### src/hdl/lch_pkg.sv
// Shared types and constants of the H-bridge lead compensator.
// No dependencies.
package lch_pkg;

    localparam logic signed [18:0] COEF_A = 19'sd152470;
    localparam logic signed [18:0] COEF_B = 19'sd145926;
    localparam logic signed [12:0] COEF_G = 13'sd3686;

    localparam logic signed [35:0] Y_MAX = {1'b0, {35{1'b1}}};
    localparam logic signed [35:0] Y_MIN = {1'b1, {35{1'b0}}};

    localparam logic              MODE_RST       = 1'b1;
    localparam logic [11:0]       VREF_RST       = 12'd1524;
    localparam logic [11:0]       TRIP_HIGH_RST  = 12'd950;
    localparam logic signed [12:0] TRIP_LOW_RST  = -13'sd700;
    localparam logic [9:0]        DUTY_LIMIT_RST = 10'd408;

    typedef enum logic [2:0] {
        CFG_MODE       = 3'd0,
        CFG_VREF       = 3'd1,
        CFG_TRIP_HIGH  = 3'd2,
        CFG_TRIP_LOW   = 3'd3,
        CFG_DUTY_LIMIT = 3'd4
    } cfg_idx_t;

    typedef struct packed {
        logic               mode_digital;
        logic [11:0]        vref;
        logic [11:0]        trip_high;
        logic signed [12:0] trip_low;
        logic [9:0]         duty_limit;
    } cfg_t;

    typedef struct packed {
        logic signed [12:0] err;
        logic               trip;
        logic signed [31:0] ff;
    } front_t;

    typedef struct packed {
        logic [9:0] duty;
        logic       dir_forward;
        logic       dir_reverse;
        logic       tripped;
    } result_t;

endpackage

### src/hdl/lch_front.sv
// Error, trip window and feed-forward terms (A*e - B*e_prev), registered.
// Depends on lch_pkg.
module lch_front (
    input  logic           clk,
    input  logic           rst_n,
    input  logic           load,
    input  logic [11:0]    sample,
    input  lch_pkg::cfg_t  cfg,
    output lch_pkg::front_t front
);
    import lch_pkg::*;

    logic signed [12:0] err;
    logic               trip;
    logic signed [31:0] prod_a;
    logic signed [31:0] prod_b;
    logic signed [31:0] ff;
    logic signed [12:0] prev_error_reg;
    front_t             front_reg;

    assign err    = $signed({1'b0, cfg.vref}) - $signed({1'b0, sample});
    assign trip   = ($signed({err[12], err}) > $signed({2'b00, cfg.trip_high}))
                 || (err < cfg.trip_low);
    assign prod_a = 32'(err) * 32'(COEF_A);
    assign prod_b = 32'(prev_error_reg) * 32'(COEF_B);
    assign ff     = prod_a - prod_b;

    always_ff @(posedge clk or negedge rst_n)
    begin
        if (!rst_n)
        begin
            prev_error_reg <= '0;
        end
        else if (load && cfg.mode_digital)
        begin
            prev_error_reg <= err;
        end
    end

    always_ff @(posedge clk)
    begin
        if (load)
        begin
            front_reg.err  <= err;
            front_reg.trip <= trip;
            front_reg.ff   <= ff;
        end
    end

    assign front = front_reg;

endmodule

### src/hdl/lch_loop.sv
// Compensator feedback (0.9 * y_prev), saturation, duty and direction logic.
// Depends on lch_pkg.
module lch_loop (
    input  logic             clk,
    input  logic             rst_n,
    input  logic             load,
    input  lch_pkg::front_t  front,
    input  lch_pkg::cfg_t    cfg,
    output lch_pkg::result_t result
);
    import lch_pkg::*;

    logic signed [35:0] y_prev_reg;
    logic               fwd_reg;
    logic               rev_reg;
    result_t            result_reg;

    logic signed [48:0] fb_prod;
    logic signed [48:0] fb_rnd;
    logic signed [36:0] fb;
    logic signed [37:0] y_sum;
    logic signed [35:0] y;
    logic [35:0]        y_mag;
    logic [23:0]        whole;
    logic [12:0]        e_mag;
    logic [9:0]         duty_d;
    logic [9:0]         duty_p;
    logic [9:0]         duty_sel;
    logic               neg_sel;
    logic               fwd_next;
    logic               rev_next;

    assign fb_prod = 49'(y_prev_reg) * 49'(COEF_G);
    assign fb_rnd  = fb_prod + 49'sd2048;
    assign fb      = $signed(fb_rnd[48:12]);
    assign y_sum   = $signed({{6{front.ff[31]}}, front.ff}) + $signed({fb[36], fb});

    always_comb
    begin
        if ((y_sum[37:35] == 3'b000) || (y_sum[37:35] == 3'b111))
        begin
            y = y_sum[35:0];
        end
        else if (y_sum[37])
        begin
            y = Y_MIN;
        end
        else
        begin
            y = Y_MAX;
        end
    end

    assign y_mag  = y[35] ? (~y + 36'd1) : y;
    assign whole  = y_mag[35:12];
    assign duty_d = (whole > {14'd0, cfg.duty_limit}) ? cfg.duty_limit : whole[9:0];

    assign e_mag  = front.err[12] ? (~front.err + 13'd1) : front.err;
    assign duty_p = (e_mag > {3'd0, cfg.duty_limit}) ? cfg.duty_limit : e_mag[9:0];

    always_comb
    begin
        if (cfg.mode_digital)
        begin
            duty_sel = duty_d;
            neg_sel  = y[35];
        end
        else
        begin
            duty_sel = duty_p;
            // a zero limit clamps a negative error to zero, which counts as forward
            neg_sel  = front.err[12] && (cfg.duty_limit != 10'd0);
        end
    end

    assign fwd_next = front.trip ? fwd_reg : !neg_sel;
    assign rev_next = front.trip ? rev_reg : neg_sel;

    always_ff @(posedge clk or negedge rst_n)
    begin
        if (!rst_n)
        begin
            y_prev_reg <= '0;
            fwd_reg    <= 1'b0;
            rev_reg    <= 1'b0;
        end
        else if (load)
        begin
            fwd_reg <= fwd_next;
            rev_reg <= rev_next;
            if (cfg.mode_digital)
            begin
                y_prev_reg <= y;
            end
        end
    end

    always_ff @(posedge clk)
    begin
        if (load)
        begin
            result_reg.duty        <= front.trip ? 10'd0 : duty_sel;
            result_reg.dir_forward <= fwd_next;
            result_reg.dir_reverse <= rev_next;
            result_reg.tripped     <= front.trip;
        end
    end

    assign result = result_reg;

endmodule

### src/hdl/lead_compensator_hbridge_drive.sv
// Top level: sample and result channels, configuration registers, pipeline control.
// Depends on lch_pkg, lch_front, lch_loop.
//
//  channel   signals                               width
//  input     in_valid, in_ready, adc_sample        12
//  output    out_valid, out_ready, duty,           10, 1, 1, 1
//            dir_forward, dir_reverse, tripped
//  config    cfg_wr_en, cfg_addr, cfg_wdata        3, 13
//
// One sample per cycle sustained while the output is not stalled; out_valid rises
// once the sample has passed the three register stages: input sample, feed-forward
// products, result. The y feedback loop (36x13 multiply, add, saturate) sets the rate.
// Reset clears valids, config to defaults and compensator state to zero.
// A stalled output backs up the stages; each stage still takes data while free.
module lead_compensator_hbridge_drive (
    input  logic        clk,
    input  logic        rst_n,
    input  logic        in_valid,
    output logic        in_ready,
    input  logic [11:0] adc_sample,
    output logic        out_valid,
    input  logic        out_ready,
    output logic [9:0]  duty,
    output logic        dir_forward,
    output logic        dir_reverse,
    output logic        tripped,
    input  logic        cfg_wr_en,
    input  logic [2:0]  cfg_addr,
    input  logic [12:0] cfg_wdata
);
    import lch_pkg::*;

    cfg_t        cfg_reg;
    cfg_t        cfg_next;
    logic        s1_valid_reg;
    logic [11:0] sample_reg;
    logic        s2_valid_reg;
    logic        out_valid_reg;

    logic        out_free;
    logic        s2_free;
    logic        s1_free;
    logic        s1_adv;
    logic        s2_adv;
    logic        in_transfer;
    front_t      front;
    result_t     result;

    always_comb
    begin
        cfg_next = cfg_reg;
        if (cfg_wr_en)
        begin
            case (cfg_idx_t'(cfg_addr))
                CFG_MODE:       cfg_next.mode_digital = cfg_wdata[0];
                CFG_VREF:       cfg_next.vref         = cfg_wdata[11:0];
                CFG_TRIP_HIGH:  cfg_next.trip_high    = cfg_wdata[11:0];
                CFG_TRIP_LOW:   cfg_next.trip_low     = $signed(cfg_wdata);
                CFG_DUTY_LIMIT: cfg_next.duty_limit   = cfg_wdata[9:0];
                default:        cfg_next = cfg_reg;
            endcase
        end
    end

    assign out_free    = !out_valid_reg || out_ready;
    assign s2_adv      = s2_valid_reg && out_free;
    assign s2_free     = !s2_valid_reg || out_free;
    assign s1_adv      = s1_valid_reg && s2_free;
    assign s1_free     = !s1_valid_reg || s2_free;
    assign in_ready    = s1_free;
    assign in_transfer = in_valid && s1_free;

    always_ff @(posedge clk or negedge rst_n)
    begin
        if (!rst_n)
        begin
            cfg_reg.mode_digital <= MODE_RST;
            cfg_reg.vref         <= VREF_RST;
            cfg_reg.trip_high    <= TRIP_HIGH_RST;
            cfg_reg.trip_low     <= TRIP_LOW_RST;
            cfg_reg.duty_limit   <= DUTY_LIMIT_RST;
            s1_valid_reg         <= 1'b0;
            s2_valid_reg         <= 1'b0;
            out_valid_reg        <= 1'b0;
        end
        else
        begin
            cfg_reg <= cfg_next;
            if (in_transfer)
            begin
                s1_valid_reg <= 1'b1;
            end
            else if (s1_adv)
            begin
                s1_valid_reg <= 1'b0;
            end
            if (s1_adv)
            begin
                s2_valid_reg <= 1'b1;
            end
            else if (s2_adv)
            begin
                s2_valid_reg <= 1'b0;
            end
            if (s2_adv)
            begin
                out_valid_reg <= 1'b1;
            end
            else if (out_ready)
            begin
                out_valid_reg <= 1'b0;
            end
        end
    end

    always_ff @(posedge clk)
    begin
        if (in_transfer)
        begin
            sample_reg <= adc_sample;
        end
    end

    lch_front u_front (
        .clk    (clk),
        .rst_n  (rst_n),
        .load   (s1_adv),
        .sample (sample_reg),
        .cfg    (cfg_reg),
        .front  (front)
    );

    lch_loop u_loop (
        .clk    (clk),
        .rst_n  (rst_n),
        .load   (s2_adv),
        .front  (front),
        .cfg    (cfg_reg),
        .result (result)
    );

    assign out_valid   = out_valid_reg;
    assign duty        = result.duty;
    assign dir_forward = result.dir_forward;
    assign dir_reverse = result.dir_reverse;
    assign tripped     = result.tripped;

endmodule

### config.mk
export PLATFORM = sky130hd
export DESIGN_NAME = lead_compensator_hbridge_drive
export DESIGN_NICKNAME = d
export VERILOG_FILES = /design/src/hdl/lch_pkg.sv /design/src/hdl/lch_front.sv /design/src/hdl/lch_loop.sv /design/src/hdl/lead_compensator_hbridge_drive.sv
export SDC_FILE = /design/constraint.sdc
export NUM_CORES = 1
export LEC_CHECK = 0
export BUFFER_PORTS_ARGS = -buffer_cell sky130_fd_sc_hd__buf_2
export CORE_ASPECT_RATIO = 0.75
export CORE_UTILIZATION = 30
export DETAILED_ROUTE_END_ITERATION = 16
export GPL_ROUTABILITY_DRIVEN = 1
export PLACE_DENSITY = 0.52
export SKIP_CTS_REPAIR_TIMING = 1
export SLEW_MARGIN = 20
export SYNTH_ARGS = -nofsm -noshare
export SYNTH_HDL_FRONTEND = slang
export SYNTH_HIERARCHICAL = 1
export SYNTH_SLANG_ARGS = --single-unit
### constraint.sdc
create_clock -name clk -period 13.9 [get_ports clk]
set_input_delay 2.085 -clock clk [delete_from_list [all_inputs] [get_ports clk]]
set_output_delay 2.085 -clock clk [all_outputs]
set_load 0.005 [all_outputs]
======== Word level (Yosys, flattened, before mapping) ========
Index checks and enable logic that the tools add are counted.
W data, S select, Z words.
word-level totals
  register bits ........................... 173
  output and inout bits ................... 15
  input bits .............................. 33
  logic and storage cells ................. 82
operators by class
  reductions and logical operators ........ 26
  multipliers ............................. 3
  mux-type cells .......................... 16
  equality and inequality tests ........... 5
  magnitude comparators ................... 4
  add/sub/neg operators ................... 6
  bitwise logic cells ..................... 2
operators with widths
  operator                  number
  $mux W36                  3
  $mul A13 B18 Y31 const B  2
  $add A49 B13 Y49 const B  1
  $mul A36 B12 Y48 const B  1
  $add A32 B37 Y38          1
  $add A36 B1 Y36 const B   1
  $not A36 Y36              1
  $sub A32 B32 Y32          1
  $mux W10                  3
  $gt A24 B10 Y1            1
  $add A13 B1 Y13 const B   1
  $gt A13 B10 Y1            1
  $gt A13 B13 Y1            1
  $lt A13 B13 Y1            1
  $mux W13                  1
  $not A13 Y13              1
  $sub A12 B12 Y13          1
  $reduce_and A2 Y1         6
  $reduce_bool A10 Y1       1
  $mux W1                   9
  $eq A3 B2 Y1 const B      2
  $eq A3 B3 Y1 const B      2
  $logic_not A3 Y1          2
  $reduce_bool A2 Y1        3
  other kinds (4)           15

======== Depth between registers and ports, before layout ========
Gate-level depths: netlist of the first run.
  word-level depth ........................ 12
  gate-level depth with buffers ........... 55
  mapped depth without buffers ............ 51

======== Modules after synthesis ========
The synthesis of the first run kept the hierarchy.
modules (own cells, without submodules)
  module                          area each (um^2)  cells each  seq. area each (um^2)  instances
  lch_loop                        15670.0           1955        1341.3                 1
  lch_front                       12187.9           1245        1676.6                 1
  lead_compensator_hbridge_drive  2361.0            129         1667.8                 1

======== Least setup slack after synthesis of the first run ========
Ideal clock, no wire load.
  kind .................................... flip-flop to flip-flop
  from .................................... register u_loop.y_prev_reg[7]
  to ...................................... register u_loop/result[5] (netlist name)
  buffers on the path ..................... 4
  setup time .............................. 133 ps
  data required time ...................... 13767 ps
  slack ................................... 1249 ps
  arrival time ............................ 12517 ps
  period minus slack after synthesis ...... 12651 ps
  stages on the path, launching flop included .. 53
  cell sequence ........................... dfrtp_1 ha_1 inv_1 fa_1 inv_1 ha_1 xor2_1 fa_1 inv_1 fa_1 inv_1 ha_1 clkbuf_1 a21o_1 a221o_1 a21o_1 a21oi_1 a31oi_1 [... 17 more ...] clkbuf_1 a21oi_1 nand2_1 a21oi_1 o311ai_0 ha_1 o21ai_0 nand2b_1 a21oi_1 o21ai_0 nand3_1 a21oi_1 a211oi_1 o221a_1 or4b_4 or4b_4 o31ai_4 o221a_1
on the way
  longest elaborated chain between the ends .. 12
  elaborated cells on any way between the ends .. 14
  those cells by class .................... add/sub: 3; mul: 1; order compare: 1; eq/ne: 1; mux: 5; bitwise: 1; reduce/logical: 2
ends and longest elaborated chain
  what                                              RTL line        text
  start, declared                                   lch_loop.sv:13  logic signed [35:0] y_prev_reg;
  start signal, assigned                            lch_loop.sv:93  y_prev_reg <= y;
  $mul A36 B12 Y48 *                                lch_loop.sv:33  assign fb_prod = 49'(y_prev_reg) * 49'(COEF_G);
  $add A49 B13 Y49 *                                lch_loop.sv:34  assign fb_rnd = fb_prod + 49'sd2048;
  $add A32 B37 Y38 *                                lch_loop.sv:36  assign y_sum = $signed({{6{front.ff[31]}}, front.ff}) + $signed({fb[36], fb});
  $eq A3 B3 Y1 or $logic_not A3 Y1 (tied branches)  lch_loop.sv:40  if ((y_sum[37:35] == 3'b000) || (y_sum[37:35] == 3'b111))
  $logic_or A1 B1 Y1                                lch_loop.sv:40
  $mux W36 *                                        lch_loop.sv:40
  $not A36 Y36                                      lch_loop.sv:54  assign y_mag = y[35] ? (~y + 36'd1) : y;
  $add A36 B1 Y36                                   lch_loop.sv:54
  $mux W36 *                                        lch_loop.sv:54
  $gt A24 B10 Y1                                    lch_loop.sv:56  assign duty_d = (whole > {14'd0, cfg.duty_limit}) ? cfg.duty_limit : whole[9:0];
  $mux W10 *                                        lch_loop.sv:56
  $mux W10 *                                        lch_loop.sv:63  if (cfg.mode_digital)
Mark *: on every way between the ends. The rest lies on a longest branch, timed or not.
A chain may end at the register's enable or synchronous reset.

======== Final worst setup path of the first run ========
  from .................................... register u_loop.y_prev_reg[6]
  to ...................................... register u_loop/result[5] (netlist name)
on the way
  longest elaborated chain between the ends .. 12
  elaborated cells on any way between the ends .. 14
  those cells by class .................... add/sub: 3; mul: 1; order compare: 1; eq/ne: 1; mux: 5; bitwise: 1; reduce/logical: 2
ends and longest elaborated chain
  what                                              RTL line
  $mul A36 B12 Y48 *                                lch_loop.sv:33
  $add A49 B13 Y49 *                                lch_loop.sv:34
  $add A32 B37 Y38 *                                lch_loop.sv:36
  $eq A3 B3 Y1 or $logic_not A3 Y1 (tied branches)  lch_loop.sv:40
  $logic_or A1 B1 Y1                                lch_loop.sv:40
  $mux W36 *                                        lch_loop.sv:40
  $not A36 Y36                                      lch_loop.sv:54
  $add A36 B1 Y36                                   lch_loop.sv:54
  $mux W36 *                                        lch_loop.sv:54
  $gt A24 B10 Y1                                    lch_loop.sv:56
  $mux W10 *                                        lch_loop.sv:56
  $mux W10 *                                        lch_loop.sv:63
Marks and branches as above.

==> results.rst, run 1 <==
.. list-table::
   :header-rows: 1

   * - Metric
     - Value
   * - Average footprint of a synthesized cell
     - slightly above 9 µm²
   * - Largest cells by area after synthesis
     - ha_1 22%, fa_1 16%, inv_1 7.1%, edfxtp_1 7.0%, dfrtp_1 6.4%
   * - Maximum number of pins on one net before global-route repair
     - 61
   * - Number of vias per cell
     - around 5.0
   * - Number of antenna violations at the first check in global routing
     - 1
   * - Startpoint type of the worst setup path
     - flop
   * - Post-route cell area
     - about 0.033 mm²
   * - Register area share after synthesis
     - between 10% and 20%
   * - Highest clock frequency the design can meet
     - between 70 and 80 MHz
   * - Length of the first detailed-routing pass in iterations
     - 8
   * - Worst slew margin relative to its limit
     - a little over 30%
   * - Via count of the routed design
     - about 23000
   * - Reported max-cap violation count
     - 0
   * - Root cell of the clock tree
     - clkbuf_16
   * - Final HPWL DP
     - 70600 µm
   * - Clock insertion delay at the later pin of the skew report
     - about 0.51 ns
   * - Critical Path AT
     - 13.58 ns
   * - Data required time of the critical path
     - between 10 and 15 ns
   * - Routing usage on met3
     - roughly 3%
   * - Final antenna diode count
     - 0
   * - Crit path capture type
     - flop
   * - Final Skew
     - 0.0224 ns
   * - Layout area overhead
     - 8.02%
   * - Number of distinct standard cells referenced by the synthesized netlist
     - between 100 and 150
   * - Syn_nets
     - about 4100
   * - DRC Markers
     - 0
   * - Post-DRT Antenna Nets
     - 0
   * - Fraction of final layout cells with drive strength greater than 1
     - about 7.8%
   * - Final-stage net count
     - around 4200
   * - Clock transition at the registers of the reported paths
     - 0.08 ns
   * - Worst-case clock buffer depth
     - 2
   * - CTS tree
     - built
   * - Port-buffer cells
     - 47
   * - Total global routing overflow
     - 0
   * - Kind of critical path
     - flop to flop
   * - Final setup violation count
     - 0
   * - Initial Utilization
     - a little under a third
   * - Core region area
     - slightly below 0.1 mm²
   * - Final critical-path share of the clock period
     - 95.1%
   * - H-tree depth reported by CTS
     - 4
   * - Post-DR wirelength/cell
     - 17.8 µm
   * - Post-layout minimum cycle time
     - 13.22 ns
   * - Slowest cell on crit path
     - or4b_4
   * - Most frequent cell after synthesis
     - inv_1
   * - Vias in the first global route
     - 22900
   * - Post-placement cell area
     - around 0.032 mm²
   * - Highest-utilization routing layer at the global route stage
     - met1
   * - Wire length of the first global-routing pass
     - around 130000 µm
   * - Met2 GRT Util
     - a little under a quarter
   * - CP dominant cell by count
     - ha_1
   * - Overall die width
     - about 370 µm
   * - Min-delay worst type
     - flop to flop
   * - Number of enable flip-flop cells after synthesis
     - 70
   * - Sink Count
     - ~170
   * - Num CTS Buffers
     - 17
   * - Maximum fanout count along the critical path
     - 8
   * - Commonest register cell after synthesis
     - dfrtp_1
   * - Slowest cell delay on critical path
     - 0.58 ns
   * - Synthesis Warnings
     - 6
   * - Global-route met1 utilization
     - 26.5%
   * - Portion of synthesized cell area occupied by the leading cell type
     - between 20% and 30%
   * - Global-route usage over all layers
     - 16.5%
   * - Total routed wirelength
     - around 83000 µm
   * - Slew Limit Fails
     - 0
   * - Area of the mapped netlist
     - slightly above 0.03 mm²
   * - Sum of negative setup slack
     - 0 ns
   * - DIE HEIGHT
     - ~280 µm
   * - Std cell rows
     - 100
   * - Iteration-0 DRC count of the detailed router
     - 1669
   * - Setup repair after global routing missed its margin
     - false
   * - Cell type contributing the most total cell area after synthesis
     - ha_1
   * - Die Area
     - roughly 0.10 mm²
   * - Post-Syn Instances
     - about 3300
   * - Result of the run
     - finished, final reports clean
   * - Final number of hold-violating endpoints
     - 0
   * - Leading post-synthesis cells by instance count
     - 568 x inv_1, 541 x ha_1, 245 x fa_1, 224 x a21oi_1, 172 x nand2_1
   * - Number of flip-flops under the largest register name
     - 48
   * - Routability-driven placement congestion ratio
     - just over 0.9
   * - Synthesized flop and latch total
     - about 170
   * - Ports placed on the boundary
     - between 40 and 50
   * - Worst-Margin Slew
     - ~1.0 ns
   * - Share of flip-flops with an asynchronous set or reset
     - about three fifths
[kinds of logic (layout without fill, tap and decap cells)]
| logic type | count (synthesis) | count (layout) | share of synthesized area (%) |
|---|---|---|---|
| flops | 172 | 172 | 15.5 |
| fa+ha+maj | 786 | 786 | 38.6 |
| simple gates | 653 | 653 | 11.3 |
| buf+inv | 649 | 671 | 8.23 |
| compound gates | 760 | 760 | 16.8 |
| mux | 69 | 69 | 2.51 |
| xor+xnor | 239 | 239 | 7.00 |
| other cells | 1 | 1 | 0.0124 |
[placed cells by master, fill, tap and decap left out, types with 19 or more instances in the layout]
| master | count |
|---|---|
| a211oi_1 | 27 |
| a21o_1 | 90 |
| a21oi_1 | 223 |
| a31oi_1 | 20 |
| and3_1 | 27 |
| buf_2 | 46 |
| buf_4 | 24 |
| dfrtp_1 | 77 |
| dfstp_2 | 25 |
| edfxtp_1 | 70 |
| fa_1 | 245 |
| ha_1 | 541 |
| inv_1 | 568 |
| mux2_2 | 54 |
| nand2_1 | 172 |
| nand2b_1 | 22 |
| nand3_1 | 50 |
| nand4_1 | 44 |
| nor2_1 | 129 |
| nor2b_1 | 22 |
| nor3_1 | 44 |
| nor4_1 | 19 |
| o211ai_1 | 21 |
| o21a_1 | 39 |
| o21ai_0 | 128 |
| o21bai_1 | 27 |
| or3_1 | 19 |
| xnor2_1 | 145 |
| xor2_1 | 88 |
[final cells by class]
type	count	area, µm²
fillers	10400	66800
multi-input cells	2508	23100
flip-flops and latches	172	4690
inverters	569	2140
well taps	1326	1660
clock buffers	17	425
repair buffers	70	410
clock inverters	15	209
[stage by stage]
step	util, %	worst slack, ns	instances	hold slack, ns
3_5_place_dp	32.1	0.225	4644	0.478
2_1_floorplan	-	1.25	3329	0.449
4_1_cts	32.7	0.145	4676	0.500
3_3_place_gp	32.1	0.366	4644	0.463
5_1_grt	32.8	0.0246	4677	0.517
6_report	32.8	0.677	4677	0.494
[metal layers]
metal	up-vias	wire [µm]	share of wire [%]
met5	-	0	0
met2	512	32800	39
met1	11200	44500	53
li1	11500	-	-
met4	0	1190	1.4
met3	64	4870	5.8
[worst max-delay path: cells and delay by family (launching register included)]
kind | cells | cell delay [ns]
compound gates | 20 | 4.21
xor+xnor | 2 | 0.33
fa+ha+maj | 8 | 3.38
buf+inv | 5 | 0.42
flops | 1 | 0.44
simple gates | 14 | 4.26
[final timing paths]
| kind | startpoint | to | cells past startpoint | slack (ns) |
|---|---|---|---|---|
| worst max register to register | u_loop/y_prev_reg[6]$_DFFE_PN0P_ | u_loop/result[5]$_SDFFCE_PP0P_ | 49 | 0.68 |
| max in group asynchronous | rst_n | u_loop/y_prev_reg[16]$_DFFE_PN0P_ | 2 | 10.98 |
| worst min-delay path | s1_valid_reg$_DFFE_PN0P_ | s2_valid_reg$_DFFE_PN0P_ | 1 | 0.49 |
| worst min register to register | s1_valid_reg$_DFFE_PN0P_ | s2_valid_reg$_DFFE_PN0P_ | 1 | 0.49 |
| min in group asynchronous | rst_n | cfg_reg[38]$_DFFE_PN0P_ | 1 | 1.66 |
| worst max-delay path | u_loop/y_prev_reg[6]$_DFFE_PN0P_ | u_loop/result[5]$_SDFFCE_PP0P_ | 49 | 0.68 |
Power of run 1 is not shown: default switching activity piles up to over one toggle a cycle in this logic, so the estimate is an artifact.
==> inputs of run 2 (changes only) <==
- GPL_TIMING_DRIVEN: unset -> 0
==> results.rst, run 2 (synthesized netlist as in run 1, its figures left out) <==
.. list-table::
   :header-rows: 1

   * - Metric
     - Value
   * - Worst slew margin relative to its limit
     - 22.1% (-8.1 points)
   * - Slew Limit Fails
     - 0 (unchanged)
   * - Crit path capture type
     - flop
   * - H-tree depth reported by CTS
     - 4 (unchanged)
   * - Worst-Margin Slew
     - 1.17 ns (+0.145 ns)
   * - Sink Count
     - 172 (unchanged)
   * - Final setup violation count
     - 0 (unchanged)
   * - Post-DRT Antenna Nets
     - 0 (unchanged)
   * - CTS tree
     - built
   * - Ports placed on the boundary
     - 48 (unchanged)
   * - Final Skew
     - 0.0182 ns (-0.00417 ns)
   * - Initial Utilization
     - 30.4% (unchanged)
   * - Final number of hold-violating endpoints
     - 0 (unchanged)
   * - Clock insertion delay at the later pin of the skew report
     - 0.48 ns (-0.03 ns)
   * - Kind of critical path
     - flop to flop
   * - Post-layout minimum cycle time
     - 13.41 ns (+0.184 ns)
   * - Min-delay worst type
     - flop to flop
   * - Num CTS Buffers
     - 17 (unchanged)
   * - Result of the run
     - finished, final reports clean
   * - Post-DR wirelength/cell
     - 17.3 µm (-3.2%)
   * - Layout area overhead
     - 10.5%
   * - Maximum fanout count along the critical path
     - 10 (+2)
   * - Commonest cells after routing, fill and taps aside
     - 568 x inv_1, 534 x ha_1, 245 x fa_1
   * - Startpoint type of the worst setup path
     - flop
   * - Final HPWL DP
     - 70100 µm (-0.65%)
   * - Global-route usage over all layers
     - 16.0% (-0.55 points)
   * - Iteration-0 DRC count of the detailed router
     - 1610 (-3.5%)
   * - Final critical-path share of the clock period
     - 96.5% (+1.3 points)
   * - Worst-case clock buffer depth
     - 2 (unchanged)
   * - Final design utilization
     - 33.6% (+0.75 points)
   * - Final setup margin
     - 0.493 ns (-0.184 ns)
   * - Number of antenna violations at the first check in global routing
     - 0 (-1)
   * - Post-place setup slack
     - -2.39 ns (-2.61 ns)
   * - Number of flip-flops under the largest register name
     - 48 (unchanged)
   * - Maximum number of pins on one net before global-route repair
     - 71 (+16%)
   * - Core region area
     - 0.0995 mm² (unchanged)
   * - Clock transition at the registers of the reported paths
     - 0.08 ns (about the same)
   * - Fraction of final layout cells with drive strength greater than 1
     - 9.86% (+2.1 points)
   * - Critical Path AT
     - 13.73 ns (+0.15 ns)
   * - Reported max-cap violation count
     - 0 (unchanged)
   * - Final-stage net count
     - 4225 (+1.6%)
   * - Post-placement cell area
     - 0.0322 mm² (+0.93%)
   * - Most common cell after layout, fill and taps aside
     - inv_1
   * - Slowest cell delay on critical path
     - 0.63 ns (+0.05 ns)
   * - Root cell of the clock tree
     - clkbuf_16
   * - Sum of negative setup slack
     - 0 ns (unchanged)
   * - Number of vias per cell
     - 4.96 (-0.34%)
   * - Overall die width
     - 368 µm (unchanged)
   * - Die Area
     - 0.102 mm² (unchanged)
   * - Routability-driven placement congestion ratio
     - 0.884 (-3.3%)
   * - Data required time of the critical path
     - 14.22 ns (-0.04 ns)
   * - Slowest cell on crit path
     - or4b_4
   * - Std cell rows
     - 100 (unchanged)
   * - Buffers & Inverters on Critical Path
     - 9 (+4)
   * - DIE HEIGHT
     - 277 µm (unchanged)
   * - Total global routing overflow
     - 0 (unchanged)
   * - Wire length of the first global-routing pass
     - 129000 µm (-2.4%)
   * - Highest clock frequency the design can meet
     - 74.6 MHz (-1.4%)
   * - Crit-path leading delay family
     - compound AO/OA/AOI/OAI gates
   * - Final antenna diode count
     - 0 (unchanged)
   * - Length of the first detailed-routing pass in iterations
     - 6 (-2)
   * - Via count of the routed design
     - 23600 (+1.1%)
   * - Vias in the first global route
     - 22800 (-0.46%)
   * - DRC Markers
     - 0 (unchanged)
   * - Post-route cell area
     - 0.0334 mm² (+2.3%)
   * - Port-buffer cells
     - 47 (unchanged)
   * - Total routed wirelength
     - 81900 µm (-1.8%)
[run 2: cell type report]
type                    count  area [µm²]
plain buffers              70         324
clock buffers              17         425
clock inverters            15         161
fillers                 10400       66100
inverters                 569        2140
multi-input cells        2508       23500
flip-flops and latches    172        4700
well taps                1326        1660
repair buffers             68         443
[run 2: routing by layer]
layer	global-route usage (%)	part of all wire, %	vias to the layer above
met5	0	0	-
met4	2.48	1.3	0
met3	1.63	3.5	49
met2	22.7	41	422
met1	25.9	55	11400
li1	-	-	11700
[run 2: path summary, 6_finish.rpt]
path / slack, ns / from / depth (start not counted) / end
max: 0.49 / u_loop/y_prev_reg[6]$_DFFE_PN0P_ / 51 / u_loop/result[11]$_SDFFCE_PP0P_
min: 0.50 / s1_valid_reg$_DFFE_PN0P_ / 1 / s2_valid_reg$_DFFE_PN0P_
max reg2reg: 0.49 / u_loop/y_prev_reg[6]$_DFFE_PN0P_ / 51 / u_loop/result[11]$_SDFFCE_PP0P_
min reg2reg: 0.50 / s1_valid_reg$_DFFE_PN0P_ / 1 / s2_valid_reg$_DFFE_PN0P_
max in group asynchronous: 11.64 / rst_n / 2 / u_loop/y_prev_reg[9]$_DFFE_PN0P_
min in group asynchronous: 1.49 / rst_n / 1 / cfg_reg[38]$_DFFE_PN0P_
[run 2: per-stage QoR]
| step | std cells | hold slack, ns |
|---|---|---|
| after floorplan | 3329 | 0.449 |
| after global placement | 4702 | 0.462 |
| after detailed placement | 4707 | 0.486 |
| after CTS | 4739 | 0.502 |
| after global routing | 4745 | 0.522 |
| final | 4745 | 0.496 |
[run 2: worst reg2reg max path: cells and delay by family, from the launching register on]
family / cells / cell delay, ns
xor gates and xnor gates: 2 / 0.37
adders and majority gates: 8 / 3.26
buffers and inverters: 9 / 1.34
DFF: 1 / 0.46
and+or+nand+nor: 12 / 3.53
AOI/OAI and AO/OA: 20 / 4.29
Power of run 2 is left out for the same reason.
